--- src/rtl/core/lca_pkg.sv ---
// Package for the lux calculator with automatic gain ranging.
// Holds payload structs, fixed-point constants and table functions.
// No dependencies; every other file of the block imports it.
`default_nettype none

package lca_pkg;

    localparam int LUX_FRAC_BITS = 8;
    localparam int CNT_W         = 16;
    localparam int GAIN_W        = 2;
    localparam int ITIME_W       = 3;
    localparam int STATUS_W      = 2;
    localparam int LUX_W         = 28;
    localparam int MAG_W         = 27;
    localparam int M_W           = MAG_W + 1;
    localparam int DF_W          = 9;
    localparam int PROD_W        = MAG_W + DF_W;
    localparam int WIDE_W        = PROD_W + LUX_FRAC_BITS;
    localparam int NUM_W         = WIDE_W - 10;
    localparam int DEN_W         = 23;
    localparam int DCNT_W        = $clog2(NUM_W);
    localparam int QX_W          = (NUM_W > LUX_W + 1) ? NUM_W : LUX_W + 1;

    localparam logic [CNT_W-1:0]    SAT_COUNT  = 16'hFFFF;
    localparam logic [DF_W-1:0]     LUX_DF     = 9'd408;
    localparam int                  COEF_B_Q10 = 1679;
    localparam int                  COEF_C_Q10 = 604;
    localparam int                  COEF_D_Q10 = 881;
    localparam logic [ITIME_W-1:0]  ITIME_RESET = 3'd5;
    localparam logic [GAIN_W-1:0]   GAIN_MAX   = 2'd3;
    localparam logic [GAIN_W-1:0]   GAIN_MIN   = 2'd0;

    localparam logic [STATUS_W-1:0] STATUS_OK    = 2'd0;
    localparam logic [STATUS_W-1:0] STATUS_RETRY = 2'd1;
    localparam logic [STATUS_W-1:0] STATUS_FAIL  = 2'd2;

    typedef struct packed {
        logic [CNT_W-1:0] full_count;
        logic [CNT_W-1:0] ir_count;
    } in_word_t;

    typedef struct packed {
        logic [STATUS_W-1:0]     status;
        logic signed [LUX_W-1:0] lux_q8;
        logic [CNT_W-1:0]        visible_count;
        logic [GAIN_W-1:0]       gain_used;
        logic [GAIN_W-1:0]       next_gain;
    } out_word_t;

    typedef struct packed {
        logic load;
        logic prod;
        logic diff;
        logic scale;
        logic div_init;
        logic div_step;
        logic finish;
    } cmd_t;

    typedef struct packed {
        logic sat;
        logic div_last;
        logic out_busy;
    } stat_t;

    function automatic logic [9:0] atime_ms(input logic [ITIME_W-1:0] sel);
        logic [9:0] ms;
        case (sel)
            3'd0:    ms = 10'd100;
            3'd1:    ms = 10'd200;
            3'd2:    ms = 10'd300;
            3'd3:    ms = 10'd400;
            3'd4:    ms = 10'd500;
            3'd5:    ms = 10'd600;
            default: ms = 10'd100;
        endcase
        return ms;
    endfunction

    function automatic logic [13:0] gain_factor(input logic [GAIN_W-1:0] g);
        logic [13:0] f;
        case (g)
            2'd0:    f = 14'd1;
            2'd1:    f = 14'd25;
            2'd2:    f = 14'd428;
            default: f = 14'd9876;
        endcase
        return f;
    endfunction

endpackage

`default_nettype wire

--- src/rtl/core/lca_ctrl.sv ---
// Sequencer for the lux calculator: steps one measurement word through
// products, scaling, serial division and output. Depends on lca_pkg.
`default_nettype none

module lca_ctrl (
    input  wire logic          aclk,
    input  wire logic          aresetn,
    input  wire logic          s_valid,
    output logic               s_ready,
    input  lca_pkg::stat_t     stat,
    output lca_pkg::cmd_t      cmd
);
    import lca_pkg::*;

    typedef enum logic [2:0] {
        S_IDLE, S_PROD, S_DIFF, S_SCALE, S_DINIT, S_DIV, S_DONE
    } state_t;

    state_t state_reg, state_next;

    assign s_ready = (state_reg == S_IDLE);

    always_comb begin
        state_next = state_reg;
        cmd        = '0;
        case (state_reg)
            S_IDLE: begin
                if (s_valid) begin
                    cmd.load   = 1'b1;
                    state_next = S_PROD;
                end
            end
            S_PROD: begin
                cmd.prod   = 1'b1;
                state_next = stat.sat ? S_DONE : S_DIFF;
            end
            S_DIFF: begin
                cmd.diff   = 1'b1;
                state_next = S_SCALE;
            end
            S_SCALE: begin
                cmd.scale  = 1'b1;
                state_next = S_DINIT;
            end
            S_DINIT: begin
                cmd.div_init = 1'b1;
                state_next   = S_DIV;
            end
            S_DIV: begin
                cmd.div_step = 1'b1;
                if (stat.div_last) begin
                    state_next = S_DONE;
                end
            end
            S_DONE: begin
                if (!stat.out_busy) begin
                    cmd.finish = 1'b1;
                    state_next = S_IDLE;
                end
            end
            default: begin
                state_next = S_IDLE;
            end
        endcase
    end

    always_ff @(posedge aclk) begin
        if (!aresetn) begin
            state_reg <= S_IDLE;
        end else begin
            state_reg <= state_next;
        end
    end

endmodule

`default_nettype wire

--- src/rtl/core/lca_datapath.sv ---
// Datapath for the lux calculator: gain state, integration time register,
// coefficient products, restoring divider and output register. Uses lca_pkg.
`default_nettype none

module lca_datapath (
    input  wire logic                      aclk,
    input  wire logic                      aresetn,
    input  lca_pkg::cmd_t                  cmd,
    output lca_pkg::stat_t                 stat,
    input  lca_pkg::in_word_t              s_data,
    input  wire logic                      cfg_valid,
    input  wire logic [lca_pkg::ITIME_W-1:0] cfg_data,
    output logic                           m_valid,
    input  wire logic                      m_ready,
    output lca_pkg::out_word_t             m_data
);
    import lca_pkg::*;

    logic [ITIME_W-1:0]  itime_reg;
    logic [GAIN_W-1:0]   gain_reg;
    logic                m_valid_reg;
    out_word_t           out_reg;

    logic [CNT_W-1:0]    full_reg, ir_reg;
    logic                sat_reg;
    logic [STATUS_W-1:0] status_reg;
    logic [CNT_W-1:0]    vis_reg;
    logic [GAIN_W-1:0]   used_reg, next_gain_reg;

    logic [MAG_W-1:0]    pa_reg, pb_reg, pc_reg, pd_reg;
    logic                neg_reg;
    logic [MAG_W-1:0]    mag_reg;
    logic [PROD_W-1:0]   prod_reg;
    logic [DEN_W-1:0]    den_reg;
    logic [DEN_W-1:0]    rem_reg;
    logic [NUM_W-1:0]    quo_reg;
    logic [DCNT_W-1:0]   dcnt_reg;

    logic                in_sat;
    logic [GAIN_W-1:0]   load_next_gain;
    logic [STATUS_W-1:0] load_status;
    logic signed [M_W-1:0] l1, l2, m_sel, m_abs;
    logic [WIDE_W-1:0]   wide;
    logic [DEN_W:0]      trial;
    logic                take;
    logic [QX_W-1:0]     qx;
    logic [LUX_W-1:0]    lux_val;

    always_comb begin
        in_sat = (s_data.full_count == SAT_COUNT) || (s_data.ir_count == SAT_COUNT);
        if (in_sat && gain_reg != GAIN_MIN) begin
            load_status    = STATUS_RETRY;
            load_next_gain = gain_reg - 1'b1;
        end else if (in_sat) begin
            load_status    = STATUS_FAIL;
            load_next_gain = GAIN_MAX;
        end else begin
            load_status    = STATUS_OK;
            load_next_gain = GAIN_MAX;
        end
    end

    always_comb begin
        l1    = $signed({1'b0, pa_reg}) - $signed({1'b0, pb_reg});
        l2    = $signed({1'b0, pc_reg}) - $signed({1'b0, pd_reg});
        m_sel = (l1 > l2) ? l1 : l2;
        m_abs = m_sel[M_W-1] ? -m_sel : m_sel;
        wide  = WIDE_W'(prod_reg) << LUX_FRAC_BITS;
        trial = {rem_reg, quo_reg[NUM_W-1]};
        take  = (trial >= {1'b0, den_reg});
        qx    = QX_W'(quo_reg);
        if (neg_reg) begin
            if (qx > (QX_W'(1) << (LUX_W - 1))) begin
                lux_val = {1'b1, {(LUX_W-1){1'b0}}};
            end else begin
                lux_val = -qx[LUX_W-1:0];
            end
        end else begin
            if (qx > ((QX_W'(1) << (LUX_W - 1)) - QX_W'(1))) begin
                lux_val = {1'b0, {(LUX_W-1){1'b1}}};
            end else begin
                lux_val = qx[LUX_W-1:0];
            end
        end
    end

    always_ff @(posedge aclk) begin
        if (!aresetn) begin
            itime_reg   <= ITIME_RESET;
            gain_reg    <= GAIN_MAX;
            m_valid_reg <= 1'b0;
        end else begin
            if (cfg_valid) begin
                itime_reg <= cfg_data;
            end
            if (cmd.load) begin
                gain_reg <= load_next_gain;
            end
            if (cmd.finish) begin
                m_valid_reg <= 1'b1;
            end else if (m_ready) begin
                m_valid_reg <= 1'b0;
            end
        end
    end

    always_ff @(posedge aclk) begin
        if (cmd.load) begin
            full_reg      <= s_data.full_count;
            ir_reg        <= s_data.ir_count;
            sat_reg       <= in_sat;
            status_reg    <= load_status;
            used_reg      <= gain_reg;
            next_gain_reg <= load_next_gain;
            vis_reg       <= (s_data.full_count > s_data.ir_count) ?
                             s_data.full_count - s_data.ir_count : '0;
        end
        if (cmd.prod) begin
            pa_reg <= MAG_W'({full_reg, 10'b0});
            pb_reg <= MAG_W'(COEF_B_Q10) * MAG_W'(ir_reg);
            pc_reg <= MAG_W'(COEF_C_Q10) * MAG_W'(full_reg);
            pd_reg <= MAG_W'(COEF_D_Q10) * MAG_W'(ir_reg);
        end
        if (cmd.diff) begin
            neg_reg <= m_sel[M_W-1];
            mag_reg <= m_abs[MAG_W-1:0];
        end
        if (cmd.scale) begin
            prod_reg <= PROD_W'(mag_reg) * PROD_W'(LUX_DF);
            den_reg  <= DEN_W'(atime_ms(itime_reg)) * DEN_W'(gain_factor(used_reg));
        end
        if (cmd.div_init) begin
            rem_reg  <= '0;
            quo_reg  <= wide[WIDE_W-1:10];
            dcnt_reg <= '0;
        end
        if (cmd.div_step) begin
            rem_reg  <= take ? DEN_W'(trial - {1'b0, den_reg}) : trial[DEN_W-1:0];
            quo_reg  <= {quo_reg[NUM_W-2:0], take};
            dcnt_reg <= dcnt_reg + 1'b1;
        end
        if (cmd.finish) begin
            out_reg.status        <= status_reg;
            out_reg.lux_q8        <= sat_reg ? '0 : lux_val;
            out_reg.visible_count <= vis_reg;
            out_reg.gain_used     <= used_reg;
            out_reg.next_gain     <= next_gain_reg;
        end
    end

    assign stat.sat      = sat_reg;
    assign stat.div_last = (dcnt_reg == DCNT_W'(NUM_W - 1));
    assign stat.out_busy = m_valid_reg && !m_ready;
    assign m_valid       = m_valid_reg;
    assign m_data        = out_reg;

endmodule

`default_nettype wire

--- src/rtl/core/lux_calc_autogain_top.sv ---
// Top level of the lux calculator with automatic gain ranging.
// Joins lca_ctrl and lca_datapath; uses lca_pkg for word types.
//
//   channel | ports                      | word
//   --------+----------------------------+------------------------------
//   input   | s_valid s_ready s_data     | full_count, ir_count
//   result  | m_valid m_ready m_data     | status, lux_q8, visible_count,
//           |                            | gain_used, next_gain
//   config  | cfg_valid cfg_ready cfg_data | integration_time, always ready
//
// A valid measurement runs load, products, difference, scaling, divider setup
// and a one-bit-per-cycle restoring divider; a saturated word skips to output.
// One word is in flight at a time; the next is taken once the result sits
// in the output register. Reset sets gain to maximum and integration time
// to 600 ms. A stalled result holds the sequencer before the output stage.
`default_nettype none

module lux_calc_autogain_top (
    input  wire logic                        aclk,
    input  wire logic                        aresetn,
    input  wire logic                        s_valid,
    output logic                             s_ready,
    input  lca_pkg::in_word_t                s_data,
    output logic                             m_valid,
    input  wire logic                        m_ready,
    output lca_pkg::out_word_t               m_data,
    input  wire logic                        cfg_valid,
    output logic                             cfg_ready,
    input  wire logic [lca_pkg::ITIME_W-1:0] cfg_data
);
    import lca_pkg::*;

    cmd_t  cmd;
    stat_t stat;

    assign cfg_ready = 1'b1;

    lca_ctrl u_ctrl (
        .aclk    (aclk),
        .aresetn (aresetn),
        .s_valid (s_valid),
        .s_ready (s_ready),
        .stat    (stat),
        .cmd     (cmd)
    );

    lca_datapath u_dp (
        .aclk      (aclk),
        .aresetn   (aresetn),
        .cmd       (cmd),
        .stat      (stat),
        .s_data    (s_data),
        .cfg_valid (cfg_valid),
        .cfg_data  (cfg_data),
        .m_valid   (m_valid),
        .m_ready   (m_ready),
        .m_data    (m_data)
    );

endmodule

`default_nettype wire

--- config.mk ---
export PLATFORM = sky130hd
export DESIGN_NAME = lux_calc_autogain_top
export DESIGN_NICKNAME = d
export VERILOG_FILES = /design/src/rtl/core/lca_pkg.sv /design/src/rtl/core/lca_ctrl.sv /design/src/rtl/core/lca_datapath.sv /design/src/rtl/core/lux_calc_autogain_top.sv
export SDC_FILE = /design/constraint.sdc
export NUM_CORES = 1
export LEC_CHECK = 0
export BUFFER_PORTS_ARGS = -buffer_cell sky130_fd_sc_hd__buf_2
export CAP_MARGIN = 20
export CELL_PAD_IN_SITES_DETAIL_PLACEMENT = 1
export CELL_PAD_IN_SITES_GLOBAL_PLACEMENT = 1
export CORE_ASPECT_RATIO = 0.8
export CORE_MARGIN = 2
export CORE_UTILIZATION = 52
export CTS_CLUSTER_SIZE = 10
export DETAILED_ROUTE_END_ITERATION = 16
export PLACE_DENSITY = 0.86
export SYNTH_ARGS = -nofsm -noshare
export SYNTH_HDL_FRONTEND = slang
export SYNTH_SLANG_ARGS = --single-unit
--- constraint.sdc ---
create_clock -name aclk -period 9.6 [get_ports aclk]
set_clock_uncertainty 0.2 [all_clocks]
set_input_delay 1.44 -clock aclk [delete_from_list [all_inputs] [get_ports aclk]]
set_output_delay 1.44 -clock aclk [all_outputs]
set_load 0.05 [all_outputs]
==> impl_metrics.ini, run 1 <==
[floorplanning]
fp-row-count = 81
io_pins = 93
dieArea_mm2 = 0.06417
core_mm2 = 0.06132
die_w_um = 282.7
start_util_pct = 52.70
fp.dieH_um = 227.0

[cts]
cts_tree = yes
clk_latency_ns = 0.58
cts_resized = 0
post-cts-setup-buffers = 0
cts_buffers = 42
cts_buffer_depth = 3
cts.sink_count = 350
path_clk_slew_ns = 0.06
cts-root-buf = clkbuf_16
ctsHoldBuffers = 0
htree_num_levels = 2

[logic_synthesis]
synthDistinctLibCells = 90
async_flop_share_pct = 0
synth_top_area_share_pct = 31.69
synthCells = 3123
synth_top_family_by_area = adder cells
muxShareOfSynthArea_pct = 1.580
synth_top_area_cell = edfxtp_1
syn_area_mm2 = 0.03232
yosys.area_share.simple_pct = 10.57
ys_ff_latch = 350
synthXorXnorAreaFrac_pct = 4.960
yosys-top-cells-count = inv_1, ha_1, edfxtp_1, fa_1, nor2_1
synth_area_per_cell_um2 = 10.35
synth.most_common_cell = inv_1
synth_compound_gate_area_share_pct = 10.91
seq_area_frac_synth_pct = 32.24
synth.top_cells.by_area = edfxtp_1, ha_1, fa_1
synthAdderAreaFrac_pct = 32.34
synth_nets = 3858
yosys_warnings = 0
synth_edf_count = 341
synthFlopType = edfxtp_1

[place]
hpwl_mm = 71.75
gp_congestion = 0.9287
dpl-instance-area_mm2 = 0.03373
pre_cts_ws_ns = 1.594
numPortBuffers = 91
dp.cells = 4012

[outcome]
status = complete, no violations

[finish]
drive_gt1_share_pct = 7.189
syn_to_final_growth_pct = 8.224
nNetsFinal = 3963
fillers = 6760
finalNonFillerCells = 4086
final_cell_area_mm2 = 0.03497
largest_reg_flops = 50

[timing]
finalSetupTns_ns = 0
setup_ws_ns = 1.474
fin_crit_sh_pct = 84.65
finalHoldViolations = 0
fin_crit_ns = 8.126
slew_headroom_pct = 33.54
grt_setup_unrepaired = no
fmax_ghz = 0.1231
setup_viol = 0
tightest_slew_ns = 0.9909
maxSlewViolCount = 0

[routing]
wl_per_cell_um = 21.98
drt_iter0_markers = 1378
postRouteAntennaNets = 0
dr.pass1.iters = 5
via_per_inst = 5.856
drc = 0
routed_wirelength_mm = 89.79
num_vias = 23930

[global_routing]
grt_pass1_vias = 26680
grt_pass1_wl_mm = 143.3
gr-usage-all-layers_pct = 28.56
antenna_found_initial = 1
grt.overflow.total = 0
grt_max_degree = 84

[worst_setup_path]
slowest_delay_ns = 0.62
worstPathRequired_ns = 9.70
start_kind = flip-flop
slowest_stage = edfxtp_1
critPathKind = flip-flop to flip-flop
crit_path_end_kind = flip-flop
worstPathMaxFanout = 50
cp.arrival_ns = 8.22

[flow_run]
cap_violations = 0

[worst_hold_path]
min_path_type = flip-flop to flip-flop
-- cell families (layout without fill, tap and decap cells) --
kind of cell               Yosys count  after routing
muxes                               47             47
adders and majority gates          695            695
DFF                                350            350
xor gates and xnor gates           183            183
other                                1              2
and+or+nand+nor                    683            683
buffers and inverters              620            752
AOI/OAI and AO/OA                  544            544
-- per-layer routing --
layer  global-route usage, %  wire length, um  vias up
met5                       0                9        -
li1                        -                -    10940
met2                   51.11            45250      646
met4                   9.592             2895        2
met3                   3.510             3781      176
met1                   35.81            37860    12160
-- cells in the final DEF (no fill, tap or decap), drive strengths merged, types with 24 or more instances in the layout --
cell type,netlist,final
or3,27,27
fa,234,234
nor3b,27,27
ha,461,461
a211oi,33,33
a21oi,165,165
clkbuf,31,63
o21ai,115,115
and2,24,24
nand3,35,35
xnor2,126,126
a21o,43,43
xor2,57,57
inv,574,574
nor2b,27,27
nand2,127,127
nor3,67,67
mux2,32,32
buf,14,107
o21a,24,24
nor2,219,219
edfxtp,341,341
-- worst max-delay path: cells and delay by family, from the launching register on --
family,cells,cell delay [ns]
buffers and inverters,3,0.71
muxes,1,0.10
AOI/OAI and AO/OA,11,2.10
DFF,1,0.62
and+or+nand+nor,12,2.79
adders and majority gates,3,0.86
xor gates and xnor gates,2,0.44
-- area by class of cell --
type | instances | area, um2 | share of cell area (%)
multi-input combinational | 2153 | 19550 | 55.91
sequential | 350 | 10420 | 29.79
antenna | 1 | 2.502 | 0.007155
timing repair buffer | 107 | 595.6 | 1.703
tap | 830 | 1039 | 2.969
clock inverter | 8 | 58.81 | 0.1681
inverter | 574 | 2155 | 6.161
clock buffer | 63 | 1151 | 3.291
-- path summary, 6_finish.rpt --
path,start,end,slack (ns),cells past startpoint
worst min register to register,u_dp.vis_reg[15],u_dp.m_data[19],0.22,0
worst max register to register,u_dp.pb_reg[0],u_dp.mag_reg[26],1.47,32
worst max-delay path,u_dp.pb_reg[0],u_dp.mag_reg[26],1.47,32
worst min-delay path,u_dp.vis_reg[15],u_dp.m_data[19],0.22,0
-- metrics by stage --
stage          hold WS [ns]  utilization, %
4_1_cts              0.2209           56.98
3_5_place_dp         0.2102           55.00
6_report             0.2198           57.04
3_3_place_gp         0.2054           55.00
5_1_grt              0.2217           57.04
2_1_floorplan        0.2003               -
Power of run 1 is left out: the tool's default activity adds up to more than one toggle a clock period on the data nets, which glitch-free logic cannot reach.
==> run 2, diff against run 1 <==
Clock period 9.6 ns to 7.7 ns, I/O delays scaled along.
==> run 2 against run 1 <==
Effect of this change:
- first-iteration DRC count up 20%
- largest cell class unchanged
- via count up 0.86%
- critical endpoint unchanged
- critical path depth down 3
==> impl_metrics.ini, run 2 (synthesized netlist as in run 1, its figures left out) <==
[timing]
maxSlewViolCount = 0
fin_crit_sh_pct = 94.46
finalHoldViolations = 0
tightest_slew_ns = 1.122
fmax_ghz = 0.1375
holdWs_ns = 0.2105
setup_viol = 0
fin_crit_ns = 7.273
slew_headroom_pct = 25.19

[routing]
wl_met3_mm = 4.196
dr.max_layer_used = met4
num_vias = 24130
routed-wl-met2_mm = 46.25
routed_wirelength_mm = 92.06
drt-met1-wl_mm = 38.13
dr.pass1.iters = 5
postRouteAntennaNets = 0
wl_per_cell_um = 22.50
drt_iter0_markers = 1648
via_per_inst = 5.899
drc = 0

[floorplanning]
start_util_pct = 52.70
fp.dieH_um = 227.0
fp-row-count = 81
core_mm2 = 0.06132
die_w_um = 282.7
io_pins = 93
dieArea_mm2 = 0.06417

[worst_setup_path]
crit_buf_inv = 2
rr_worst_depth = 29
start_kind = flip-flop
path_delay_family = compound AO/OA/AOI/OAI gates
timing.rr.end = u_dp.mag_reg[26]
slowest_delay_ns = 0.57
slowest_stage = or4b_1
critPathKind = flip-flop to flip-flop
cp.arrival_ns = 7.37
r2r_setup_slack_ns = 0.43
worstPathMaxFanout = 5
r2r_start = u_dp.pa_reg[11]
worstPathRequired_ns = 7.80
crit_path_end_kind = flip-flop

[finish]
final_common_cell = inv_1
fillers = 6709
drive_gt1_share_pct = 7.728
final_cell_mix = inv_1, ha_1, edfxtp_1, fa_1, nor2_1
largest_reg_flops = 50
syn_to_final_growth_pct = 8.560
antenna_cells = 0
nNetsFinal = 3970
regArea_mm2 = 0.01042
multi_input_area_mm2 = 0.01963

[place]
gp_congestion = 0.9044
numPortBuffers = 91
hpwl_mm = 73.46

[global_routing]
grt.overflow.total = 0
grt_pass1_vias = 26890
antenna_found_initial = 1
grt_pass1_wl_mm = 146.1
grt_max_degree = 82
gr-usage-all-layers_pct = 29.21

[cts]
cts-root-buf = clkbuf_16
ctsHoldBuffers = 0
path_clk_slew_ns = 0.06
cts.sink_count = 350
clk_latency_ns = 0.58
cts_tree = yes
htree_num_levels = 2
cts_buffers = 42
cts_buffer_depth = 3

[outcome]
status = complete, no violations

[worst_hold_path]
min_from = u_dp.vis_reg[10]
whs_endpoint = u_dp.m_data[14]
whs_path_depth = 0
min_path_type = flip-flop to flip-flop

[flow_run]
cap_violations = 0
run 2: worst register-to-register path, delay by kind of cell (launching register included):
kind / cells / cell delay [ns]
AOI/OAI and AO/OA: 11 / 2.56
and+or+nand+nor: 11 / 2.55
adders and majority gates: 3 / 0.77
DFF: 1 / 0.40
buffers and inverters: 2 / 0.29
xor gates and xnor gates: 1 / 0.16
muxes: 1 / 0.08
run 2: worst max path at each step:
stage	from	end	slack, ns	depth (start not counted)
6_report	u_dp.pa_reg[11]	u_dp.mag_reg[26]	0.43	29
3_3_place_gp	u_dp.pa_reg[10]	u_dp.mag_reg[26]	0.52	29
2_1_floorplan	u_dp.pb_reg[0]	u_dp.mag_reg[26]	0.70	34
4_1_cts	u_dp.pa_reg[10]	u_dp.mag_reg[26]	0.16	29
5_1_grt	u_dp.pc_reg[7]	u_dp.mag_reg[26]	-0.03	29
3_5_place_dp	u_dp.pa_reg[10]	u_dp.mag_reg[26]	0.21	29
run 2: timing repair:
| action | in CTS | in global routing |
|---|---|---|
| buffers inserted | 0 | 4 |
| resized for setup | 0 | 14 |
| setup endpoints to repair | 0 | 6 |
run 2: per-layer routing:
| metal | vias to the layer above | GRT usage (%) |
|---|---|---|
| li1 | 10970 | - |
| met1 | 12240 | 36.38 |
| met2 | 716 | 51.87 |
| met3 | 210 | 3.664 |
| met4 | 0 | 11.21 |
| met5 | - | 0 |
run 2: final cells by class:
| type | count | share of cell area (%) |
|---|---|---|
| inverters | 574 | 6.141 |
| multi-input cells | 2153 | 55.96 |
| clock buffers | 63 | 3.281 |
| flip-flops and latches | 350 | 29.70 |
| well taps | 830 | 2.960 |
| clock inverters | 7 | 0.1641 |
| repair buffers | 114 | 1.790 |
run 2: per-stage QoR:
stage	area (um2)	TNS, ns	cells	utilization (%)	worst slack, ns
after floorplan	32320	0	3123	-	0.6994
after global placement	33760	0	4016	55.06	0.5233
after detailed placement	33760	0	4016	55.06	0.2072
after CTS	34970	0	4086	57.04	0.1573
after global routing	35080	-0.03263	4091	57.22	-0.03263
final	35080	0	4091	57.22	0.4266
Power of run 2 is left out for the same reason.
